===== src/wmtf_pkg.sv =====
// Shared constants, state encoding and control structs for the weighted MTF stack.
`default_nettype none

package wmtf_pkg;

  // Sizing
  localparam int MAX_ITEMS   = 512;
  localparam int WEIGHT_BITS = 16;
  localparam int ID_W        = 9;
  localparam int ADDR_W      = $clog2(MAX_ITEMS);
  localparam int DEPTH_W     = $clog2(MAX_ITEMS + 1);
  localparam int COST_W      = 25;
  localparam int TOTAL_W     = 48;
  localparam int SUM_W       = ((WEIGHT_BITS > COST_W) ? WEIGHT_BITS : COST_W) + 1;

  // Request codes
  localparam logic REQ_LOAD   = 1'b0;
  localparam logic REQ_ACCESS = 1'b1;

  typedef enum logic [2:0] {
    ST_CLEAR,
    ST_IDLE,
    ST_WALK,
    ST_SHIFT,
    ST_PLACE
  } state_t;

  // Controller to datapath
  typedef struct packed {
    logic clr_en;
    logic wload_en;
    logic acc_init;
    logic walk_en;
    logic shift_init;
    logic shift_en;
    logic place_en;
  } cmd_t;

  // Datapath to controller
  typedef struct packed {
    logic id_ok;
    logic clr_done;
    logic walk_done;
    logic hit;
    logic shift_done;
  } stat_t;

endpackage

`default_nettype wire


===== src/wmtf_ctrl.sv =====
// Sequencer for the weighted MTF stack: clear pass, load, walk, shift and place.
`default_nettype none

module wmtf_ctrl (
  input  wire logic            clk,
  input  wire logic            rst_n,
  input  wire logic            start,
  input  wire logic            in_req_type,
  input  wire wmtf_pkg::stat_t stat,
  output wmtf_pkg::cmd_t       cmd,
  output logic                 busy
);

  wmtf_pkg::state_t state_r, state_nxt;

  // State register
  always_ff @(posedge clk) begin
    if (!rst_n) begin
      state_r <= wmtf_pkg::ST_CLEAR;
    end else begin
      state_r <= state_nxt;
    end
  end

  // Next state
  always_comb begin
    state_nxt = state_r;
    case (state_r)
      wmtf_pkg::ST_CLEAR: begin
        if (stat.clr_done) state_nxt = wmtf_pkg::ST_IDLE;
      end
      wmtf_pkg::ST_IDLE: begin
        if (start && stat.id_ok && in_req_type == wmtf_pkg::REQ_ACCESS)
          state_nxt = wmtf_pkg::ST_WALK;
      end
      wmtf_pkg::ST_WALK: begin
        if (stat.walk_done)
          state_nxt = stat.hit ? wmtf_pkg::ST_SHIFT : wmtf_pkg::ST_PLACE;
      end
      wmtf_pkg::ST_SHIFT: begin
        if (stat.shift_done) state_nxt = wmtf_pkg::ST_PLACE;
      end
      wmtf_pkg::ST_PLACE: begin
        state_nxt = wmtf_pkg::ST_IDLE;
      end
      default: state_nxt = wmtf_pkg::ST_CLEAR;
    endcase
  end

  // Commands
  always_comb begin
    cmd  = '0;
    busy = 1'b1;
    case (state_r)
      wmtf_pkg::ST_CLEAR: begin
        cmd.clr_en = 1'b1;
      end
      wmtf_pkg::ST_IDLE: begin
        busy = 1'b0;
        if (start && stat.id_ok) begin
          cmd.wload_en = (in_req_type == wmtf_pkg::REQ_LOAD);
          cmd.acc_init = (in_req_type == wmtf_pkg::REQ_ACCESS);
        end
      end
      wmtf_pkg::ST_WALK: begin
        cmd.walk_en    = 1'b1;
        cmd.shift_init = stat.walk_done && stat.hit;
      end
      wmtf_pkg::ST_SHIFT: begin
        cmd.shift_en = 1'b1;
      end
      wmtf_pkg::ST_PLACE: begin
        cmd.place_en = 1'b1;
      end
      default: begin
        cmd = '0;
      end
    endcase
  end

endmodule

`default_nettype wire


===== config.mk =====
export PLATFORM = sky130hd
export DESIGN_NAME = wmtf_ctrl
export DESIGN_NICKNAME = d
export VERILOG_FILES = /design/src/wmtf_pkg.sv /design/src/wmtf_ctrl.sv
export SDC_FILE = /design/constraint.sdc
export NUM_CORES = 1
export LEC_CHECK = 0
export BUFFER_PORTS_ARGS = -buffer_cell sky130_fd_sc_hd__clkbuf_2
export CAP_MARGIN = 20
export CORE_AREA = 3 3 40 42
export CTS_CLUSTER_SIZE = 16
export DETAILED_ROUTE_END_ITERATION = 16
export DIE_AREA = 0 0 43 45
export PLACE_DENSITY_LB_ADDON = 0.12
export REMOVE_ABC_BUFFERS = 1
export SLEW_MARGIN = 20
export SYNTH_ARGS = -nofsm -noshare
export SYNTH_HDL_FRONTEND = slang
export SYNTH_SLANG_ARGS = --single-unit
export TNS_END_PERCENT = 5

===== constraint.sdc =====
create_clock -name clk -period 2.09 [get_ports clk]
set_input_delay 0 -clock clk [delete_from_list [all_inputs] [get_ports clk]]
set_output_delay 0 -clock clk [all_outputs]
set_load 0.1 [all_outputs]

==> qor.yml, run 1 <==
area_growth_pct: 39.15
holdCritPathClass: "in2reg"
port_buffers: 16
die_width_um: 43
place_ws_ns: 0.6227
outcome: "finished clean"
grt_pass1_wl_um: 1262
synth-seq-cells: 3
grt_max_degree: 15
viasPerCell: 4.716
clkPwrFrac_pct: 22.3
place_hpwl_um: 557.2
fmax_mhz: 585.9
drt-initial-drc-count: 3
crit_type: "reg2out"
grt_pass1_vias: 282
finalCriticalPeriod_ns: 1.707
drc: 0
synth_cell_types: 23
critPathArrivalTime_ns: 1.71
postRouteAntennaNets: 0
yosysWarnings: 0
final_core_util_pct: 28.72
final_nets: 62
cts_root_buffer: "clkbuf_4"
worst_slack_ns: 0.3833
die-area_um2: 1935
post-route-period-util_pct: 81.66
r2r-start: "state_r[0]"
htreeDepth: 1
grt.total_usage_pct: 8.645
avgRoutedWirePerCell_um: 10.93
drv_cap: 0
cts_sinks: 3
p_int_mw: 0.1918
clk_latency_ns: 0.23
drt_pass1_iterations: 4
slew_viol_final: 0
via_count: 316
antennaDiodeCount: 0
crit_path_start_kind: "flop"
cts_made_buffers: 3
finalHoldViolations: 0
path_clk_slew_ns: 0.03
start_util_pct: 20.64
crit_path_end_kind: "primary output"
std_cell_rows: 13
regMostFlops: "state_r"
grt_remaining_overflow: 0
pin_count: 17
wl_um: 732
fin_skew_ns: 0.0008748
place_area_um2: 342.8
place.gp.congestion: 0.6572
max_slew_margin_pct: 63.82
drive_gt1_share_pct: 38.46
setup-violations-final: 0
min_from: "rst_n"
pwr_density_cell_nw_per_um2: 1223
path_cells: "nand4_1 -> nor3_1 -> clkbuf_2"
crit_path_max_fanout: 14
cts_tree: "yes"
pwr-share-seq_pct: 22.0
avgSynthCellArea_um2: 7.579
crit_buf_inv: 1
power_frac_comb_pct: 55.7
switchingPower_mw: 0.2595
core_um2: 1285
slowest_delay_ns: 0.58
tightest_slew_ns: 0.5449
largest_reg_flops: 3
cp.required_ns: 2.09
cpLargestDelayFamily: "flip-flops"
die-height_um: 45
cts_setup_buffers: 0
fin_area_um2: 369.1
rsz0062_at_grt: "no"
switching_share_pct: 57.50
leakage_nw: 0.1969
reg.largest.list: "state_r (3)"
slowest_stage: "dfxtp_1"
yosysSeqAreaShare_pct: 22.64
holdBufCountCts: 0
cts-resized-gates: 0
antenna_found_initial: 0
ir_drop_mv: 0.2918
synthCells: 35
crit_start: "state_r[0]"
netlist_area_um2: 265.3
cts_max_path_buffers: 2
## power groups by stage
stage | sequential, mW | clock [mW] | combinational [mW]
4_1_cts | 0.0996 | 0.108 | 0.253
6_report | 0.0992 | 0.101 | 0.252
3_3_place_gp | 0.101 | 0 | 0.255
2_1_floorplan | 0.0909 | 0 | 0.216
5_1_grt | 0.104 | 0.115 | 0.264
3_5_place_dp | 0.0999 | 0 | 0.253
## metal layers
metal | up-vias | global-route usage (%) | wire (um) | share of wire, %
met5 | - | 0 | 0 | 0
li1 | 160 | - | - | -
met1 | 141 | 10.31 | 338 | 46
met4 | 0 | 1.807 | 0 | 0
met3 | 0 | 4.382 | 69 | 9.4
met2 | 15 | 14.07 | 324 | 44
## cell type report
cell class | instances | area (um2)
Fill cell | 152 | 915.9
Clock buffer | 4 | 26.28
Inverter | 3 | 11.26
Sequential cell | 3 | 60.06
Timing Repair Buffer | 16 | 80.08
Multi-Input combinational cell | 26 | 172.7
Tap cell | 15 | 18.77
## cells in the final DEF (no fill, tap or decap), types with 2 or more instances in the layout
cell type | synthesis | layout
clkbuf_2 | 0 | 16
nor3_1 | 3 | 3
inv_1 | 3 | 3
clkbuf_4 | 0 | 3
dfxtp_1 | 3 | 3
nand2b_1 | 2 | 2
nor2_1 | 2 | 2
nand2_1 | 2 | 2
nand3_1 | 2 | 2
mux2i_1 | 2 | 2
## cell usage after synthesis
master	instances	area, um2
a32oi_1	1	8.760
nand2_1	2	7.510
mux2i_1	2	20.02
dfxtp_1	3	60.06
nand4_1	1	6.260
nor2_1	2	7.510
and2b_1	1	7.510
nand2b_1	2	12.51
buf_2	2	10.01
nand3_1	2	10.01
inv_1	3	11.26
buf_6	1	11.26
a21oi_1	1	5.000
o211a_1	1	10.01
and3_1	1	6.260
nor3b_1	1	7.510
a211o_1	1	8.760
a311oi_1	1	8.760
o21ai_0	1	5.000
nor3_1	3	15.01
nand2b_4	1	13.76
and2_1	1	6.260
nor4_1	1	6.260
## stage by stage
stage                     power (mW)  instances  TNS (ns)  hold WS, ns
after global placement        0.3554         63         0       0.2817
after global routing          0.4837         67         0      0.04197
after floorplan               0.3070         32    -3.597       0.1410
after CTS                     0.4611         67         0      0.02008
after detailed placement      0.3529         63         0       0.2733
final                         0.4513         67         0      0.02713
## tightest hold or removal path, delay by kind of cell
| kind | cells | cell delay, ns |
|---|---|---|
| AOI/OAI and AO/OA | 1 | 0.06 |
| buffers and inverters | 1 | 0.09 |
| and+or+nand+nor | 1 | 0.05 |
## kinds of logic after synthesis
group,synth area share [%]
flops,22.64
simple gates,40.10
mux,7.547
buf+inv,12.26
compound gates,17.45
## worst paths after layout
path / depth (start not counted) / endpoint / slack [ns]
worst max-delay path: 3 / cmd[4] / 0.38
worst min-delay path: 3 / state_r[2] / 0.03
worst max register to register: 3 / state_r[0] / 0.71
worst min register to register: 2 / state_r[0] / 0.65
Power figures use the tool's default switching activity.
==> run 2: changes to the inputs <==
==> constraint.sdc (replaced) <==
create_clock -name clk -period 1.6 [get_ports clk]
set_input_delay 0 -clock clk [delete_from_list [all_inputs] [get_ports clk]]
set_output_delay 0 -clock clk [all_outputs]
set_load 0.1 [all_outputs]
==> qor.yml, run 2 (synthesis gave the netlist of run 1 again) <==
outcome: "finished clean"
core_um2: 1285  # unchanged
final_common_cell: "clkbuf_2"
final_cell_mix: "clkbuf_2 (10), buf_4 (4)"
worst_slack_ns: 0.1678  # -0.2155 ns
crit_buf_inv: 1  # unchanged
wl_um: 688  # -6.0%
grt_remaining_overflow: 0  # unchanged
cpLargestDelayFamily: "simple AND/OR/NAND/NOR gates"
clk_latency_ns: 0.23  # about the same
grt.total_usage_pct: 7.820  # -0.82 points
setup-violations-final: 0  # unchanged
drt-initial-drc-count: 3  # unchanged
drive_gt1_share_pct: 39.62  # +1.2 points
place_ws_ns: 0.3987  # -0.2240 ns
path_clk_slew_ns: 0.04  # about the same
postRouteAntennaNets: 0  # unchanged
crit_path_end_kind: "primary output"
die-area_um2: 1935  # unchanged
fill_cells: 144  # -5.3%
regMostFlops: "state_r"
wl_met3_um: 63  # -8.7%
fmax_mhz: 698.2
via_count: 300  # -5.1%
viasPerCell: 4.412  # -6.5%
finalCriticalPeriod_ns: 1.432
wl_met2_um: 311  # -4.0%
ir_drop_mv: 0.3045  # +4.3%
cts_root_buffer: "clkbuf_4"
slew_viol_final: 0  # unchanged
grt_pass1_vias: 301  # +6.7%
multi_input_area_um2: 172.7  # unchanged
port_buffers: 16  # unchanged
crit_path_start_kind: "flop"
pin_count: 17  # unchanged
crit_type: "reg2out"
reg.largest.list: "state_r (3)"
grt_max_degree: 11  # -4
cts_setup_buffers: 0  # unchanged
cts-resized-gates: 0  # unchanged
drv_cap: 0  # unchanged
path_cells: "nand4_1 -> nor3_1 -> buf_12"
fin_area_um2: 429.2  # +16%
rsz0062_at_grt: "no"
leakage_nw: 0.2152  # +9.3%
htreeDepth: 1  # unchanged
avgRoutedWirePerCell_um: 10.12  # -7.4%
cts_max_path_buffers: 2  # unchanged
slowest_delay_ns: 0.46  # -0.12 ns
fin_skew_ns: 0.003849  # +0.002974 ns
cts_made_buffers: 3  # unchanged
drt_pass1_iterations: 3  # -1
post-route-period-util_pct: 89.51
seqCellArea_um2: 60.06  # unchanged
start_util_pct: 20.64  # unchanged
grt_pass1_wl_um: 1110  # -12%
pwr_density_cell_nw_per_um2: 1430  # +17%
std_cell_rows: 13  # unchanged
met1_length_um: 314  # -7.1%
cts_sinks: 3  # unchanged
place_hpwl_um: 556.6  # -0.11%
cts_tree: "yes"
place_area_um2: 402.9  # +18%
die-height_um: 45  # unchanged
antennaDiodeCount: 0  # unchanged
drc: 0  # unchanged
final_nets: 63  # +1.6%
highest_layer: "met3"
cp.required_ns: 1.60  # -0.49 ns
critPathArrivalTime_ns: 1.43  # -0.28 ns
antenna_found_initial: 0  # unchanged
place.gp.congestion: 0.7140  # +8.6%
finalHoldViolations: 0  # unchanged
tightest_slew_ns: 0.5390  # -0.005929 ns
holdCritPathClass: "in2reg"
max_slew_margin_pct: 64.22  # +0.39 points
holdBufCountCts: 0  # unchanged
area_growth_pct: 61.79
crit_path_max_fanout: 9  # -5
largest_reg_flops: 3  # unchanged
die_width_um: 43  # unchanged
slowest_stage: "dfxtp_1"
==> run 2: area by class of cell <==
| type | instances | area share, % |
|---|---|---|
| clock buffer | 4 | 6.122 |
| tap | 15 | 4.373 |
| inverter | 3 | 2.624 |
| timing repair buffer | 17 | 32.65 |
| multi-input combinational | 26 | 40.23 |
| sequential | 3 | 13.99 |
==> run 2: routing by layer <==
layer | vias up | track usage [%]
met5 | - | 0
met4 | 0 | 7.229
met3 | 0 | 3.187
met2 | 11 | 12.87
met1 | 129 | 7.452
li1 | 160 | -
==> run 2: worst reg2reg max path, stage by stage (launching register included) <==
cell and delay [ns]:
dfxtp_1 0.46, nand4_1 0.19, a32oi_1 0.28, mux2i_1 0.20
==> run 2: final timing paths <==
kind         depth (start not counted)          to  slack (ns)       start
max                                  3      cmd[4]        0.17  state_r[0]
min                                  3  state_r[0]        0.03       rst_n
min reg2reg                          2  state_r[2]        0.64  state_r[1]
max reg2reg                          3  state_r[0]        0.41  state_r[0]
==> run 2: power by group <==
group / internal, mW / switching (mW)
Clock: 0.0933 / 0.0366
Sequential: 0.0883 / 0.0292
Combinational: 0.0924 / 0.274
==> run 2: stage by stage <==
step | power, mW | hold slack, ns | utilization [%] | instances | setup TNS (ns)
2_1_floorplan | 0.4010 | 0.1410 | - | 32 | -6.258
3_3_place_gp | 0.4909 | 0.2663 | 31.35 | 64 | 0
3_5_place_dp | 0.4861 | 0.2735 | 31.35 | 64 | 0
4_1_cts | 0.6187 | 0.03229 | 33.40 | 68 | 0
5_1_grt | 0.6454 | 0.04245 | 33.40 | 68 | 0
6_report | 0.6135 | 0.03155 | 33.40 | 68 | 0
==> run 3: changes to the inputs <==
--- a/config.mk
+++ b/config.mk
@@ -5,6 +5,7 @@
 export SDC_FILE = /design/constraint.sdc
 export NUM_CORES = 1
 export LEC_CHECK = 0
+export ABC_AREA = 1
 export BUFFER_PORTS_ARGS = -buffer_cell sky130_fd_sc_hd__clkbuf_2
 export CAP_MARGIN = 20
 export CORE_AREA = 3 3 40 42
@@ -13,6 +14,7 @@
 export DIE_AREA = 0 0 43 45
 export PLACE_DENSITY_LB_ADDON = 0.12
 export REMOVE_ABC_BUFFERS = 1
+export SETUP_SLACK_MARGIN = 0.3
 export SLEW_MARGIN = 20
 export SYNTH_ARGS = -nofsm -noshare
 export SYNTH_HDL_FRONTEND = slang
==> qor.yml, run 3 <==
outcome: "finished clean"
place_area_um2: 375.4  # -6.8%
largest_reg_flops: 3  # unchanged
yosysSeqAreaShare_pct: 22.33  # -0.32 points
crit_path_end_kind: "primary output"
area_growth_pct: 63.72
cts_root_buffer: "clkbuf_4"
fin_skew_ns: 0.006296  # +0.002447 ns
grt_pass1_wl_um: 1179  # +6.2%
fmax_mhz: 767.0  # +9.9%
crit_path_start_kind: "flop"
async_flop_share_pct: 0  # unchanged
die-height_um: 45  # unchanged
path_clk_slew_ns: 0.03  # about the same
synthCells: 48  # +37%
avgSynthCellArea_um2: 5.604  # -26%
drc: 0  # unchanged
die-area_um2: 1935  # unchanged
postRouteAntennaNets: 0  # unchanged
port_buffers: 16  # unchanged
placed_cells: 79  # +23%
tightest_slew_ns: 0.5409  # +0.001868 ns
synth-seq-cells: 3  # unchanged
slew_viol_final: 0  # unchanged
holdCritPathClass: "in2reg"
cts_setup_buffers: 0  # unchanged
crit_path_max_fanout: 6  # -3
crit_type: "reg2out"
cts_sinks: 3  # unchanged
final_nets: 79  # +25%
drv_cap: 0  # unchanged
antennaDiodeCount: 0  # unchanged
finalCriticalPeriod_ns: 1.304  # -0.1284 ns
avgRoutedWirePerCell_um: 8.488  # -16%
place.gp.congestion: 0.7220  # +1.1%
rsz0062_at_grt: "yes"
synthTopCellsByCount: "nor2_1 (13), inv_1 (8), nand2_1 (6), nor3_1 (4)"
cts_made_buffers: 3  # unchanged
start_util_pct: 20.93  # +0.29 points
yosys.area.top_type: "dfxtp_1"
netlist_area_um2: 269.0  # +1.4%
cp.required_ns: 1.60  # about the same
final_common_cell: "nor2_1"
fin_area_um2: 440.4  # +2.6%
core_um2: 1285  # unchanged
critPathArrivalTime_ns: 1.30  # -0.13 ns
grt.total_usage_pct: 8.146  # +0.33 points
htreeDepth: 1  # unchanged
worst_slack_ns: 0.2962  # +0.1284 ns
antenna_found_initial: 0  # unchanged
post-route-period-util_pct: 81.49  # -8.0 points
grt_pass1_vias: 277  # -8.0%
reg.largest.list: "state_r (3)"
regMostFlops: "state_r"
drive_gt1_share_pct: 42.03  # +2.4 points
yosysWarnings: 0  # unchanged
grt_remaining_overflow: 0  # unchanged
place_hpwl_um: 560.8  # +0.75%
ys_top_cells_by_area: "dfxtp_1 (22%), nor2_1 (18%), nand3_2 (11%)"
pin_count: 17  # unchanged
clk_latency_ns: 0.23  # about the same
max_slew_margin_pct: 64.09  # -0.12 points
wl_um: 713  # +3.6%
grt_max_degree: 8  # -3
final_cell_mix: "nor2_1 (13), clkbuf_2 (9), inv_1 (8), nand2_1 (6), clkbuf_4 (6)"
finalNonFillerCells: 84  # +24%
via_count: 342  # +14%
drt-initial-drc-count: 10  # +7
setup-violations-final: 0  # unchanged
synth_ff_type: "dfxtp_1"
drt_pass1_iterations: 3  # unchanged
synth_most_common_cell: "nor2_1"
cts_tree: "yes"
synth_cell_types: 15  # -35%
viasPerCell: 4.071  # -7.7%
die_width_um: 43  # unchanged
place_ws_ns: 0.4484  # +0.04968 ns
synth_edf_count: 0  # unchanged
yosysTopAreaCellShare_pct: 22.33  # -0.32 points
finalHoldViolations: 0  # unchanged
cts_max_path_buffers: 2  # unchanged
std_cell_rows: 13  # unchanged
[run 3: layout make-up]
cell class	instances	area [um2]
Clock buffer	4	26.28
Timing Repair Buffer	17	115.1
Fill cell	150	844.6
Inverter	11	41.29
Sequential cell	3	61.31
Tap cell	15	18.77
Multi-Input combinational cell	34	177.7
[run 3: timing repair]
item                                    in CTS  in global routing
endpoints found under the setup margin       6                  8
pin swaps                                    0                  0
hold endpoints to repair                     1                  0
hold buffers                                 1                  0
gates resized for setup                      1                 11
[run 3: metal layers]
layer | routed length (um) | GRT usage (%)
met1 | 317 | 10.07
met2 | 312 | 12.28
met3 | 83 | 4.781
met4 | 0 | 1.807
met5 | 0 | 0
[run 3: cell families (layout without fill, tap and decap cells)]
family,Yosys count,in the layout,share of synthesized area [%]
AO/OA/AOI/OAI,3,3,5.576
AND/OR/NAND/NOR,31,31,56.75
buffers and inverters,11,32,15.35
flip-flops,3,3,22.33
[run 3: critical path, cell delays in order, from the launching register on]
cell,delay (ns)
dfxtp_1,0.44
nand3_2,0.15
inv_2,0.07
buf_2,0.41
[run 3: final timing paths]
path / start / to / slack [ns] / cells after the start
worst max-delay path: state_r[1] / cmd[1] / 0.30 / 3
worst min-delay path: stat[1] / state_r[2] / 0.15 / 3
worst max register to register: state_r[1] / state_r[0] / 0.46 / 7
worst min register to register: state_r[0] / state_r[0] / 0.54 / 2
[run 3: per-stage QoR]
stage | hold WS, ns | setup TNS [ns] | util [%]
3_5_place_dp | 0.2373 | 0 | 29.21
2_1_floorplan | 0.1207 | -5.005 | -
6_report | 0.1492 | 0 | 34.27
5_1_grt | 0.1436 | 0 | 34.27
3_3_place_gp | 0.2410 | 0 | 29.21
4_1_cts | 0.1473 | 0 | 32.23
Power of run 3 is not shown: default switching activity piles up to over one toggle a cycle in this logic, so the estimate is an artifact.
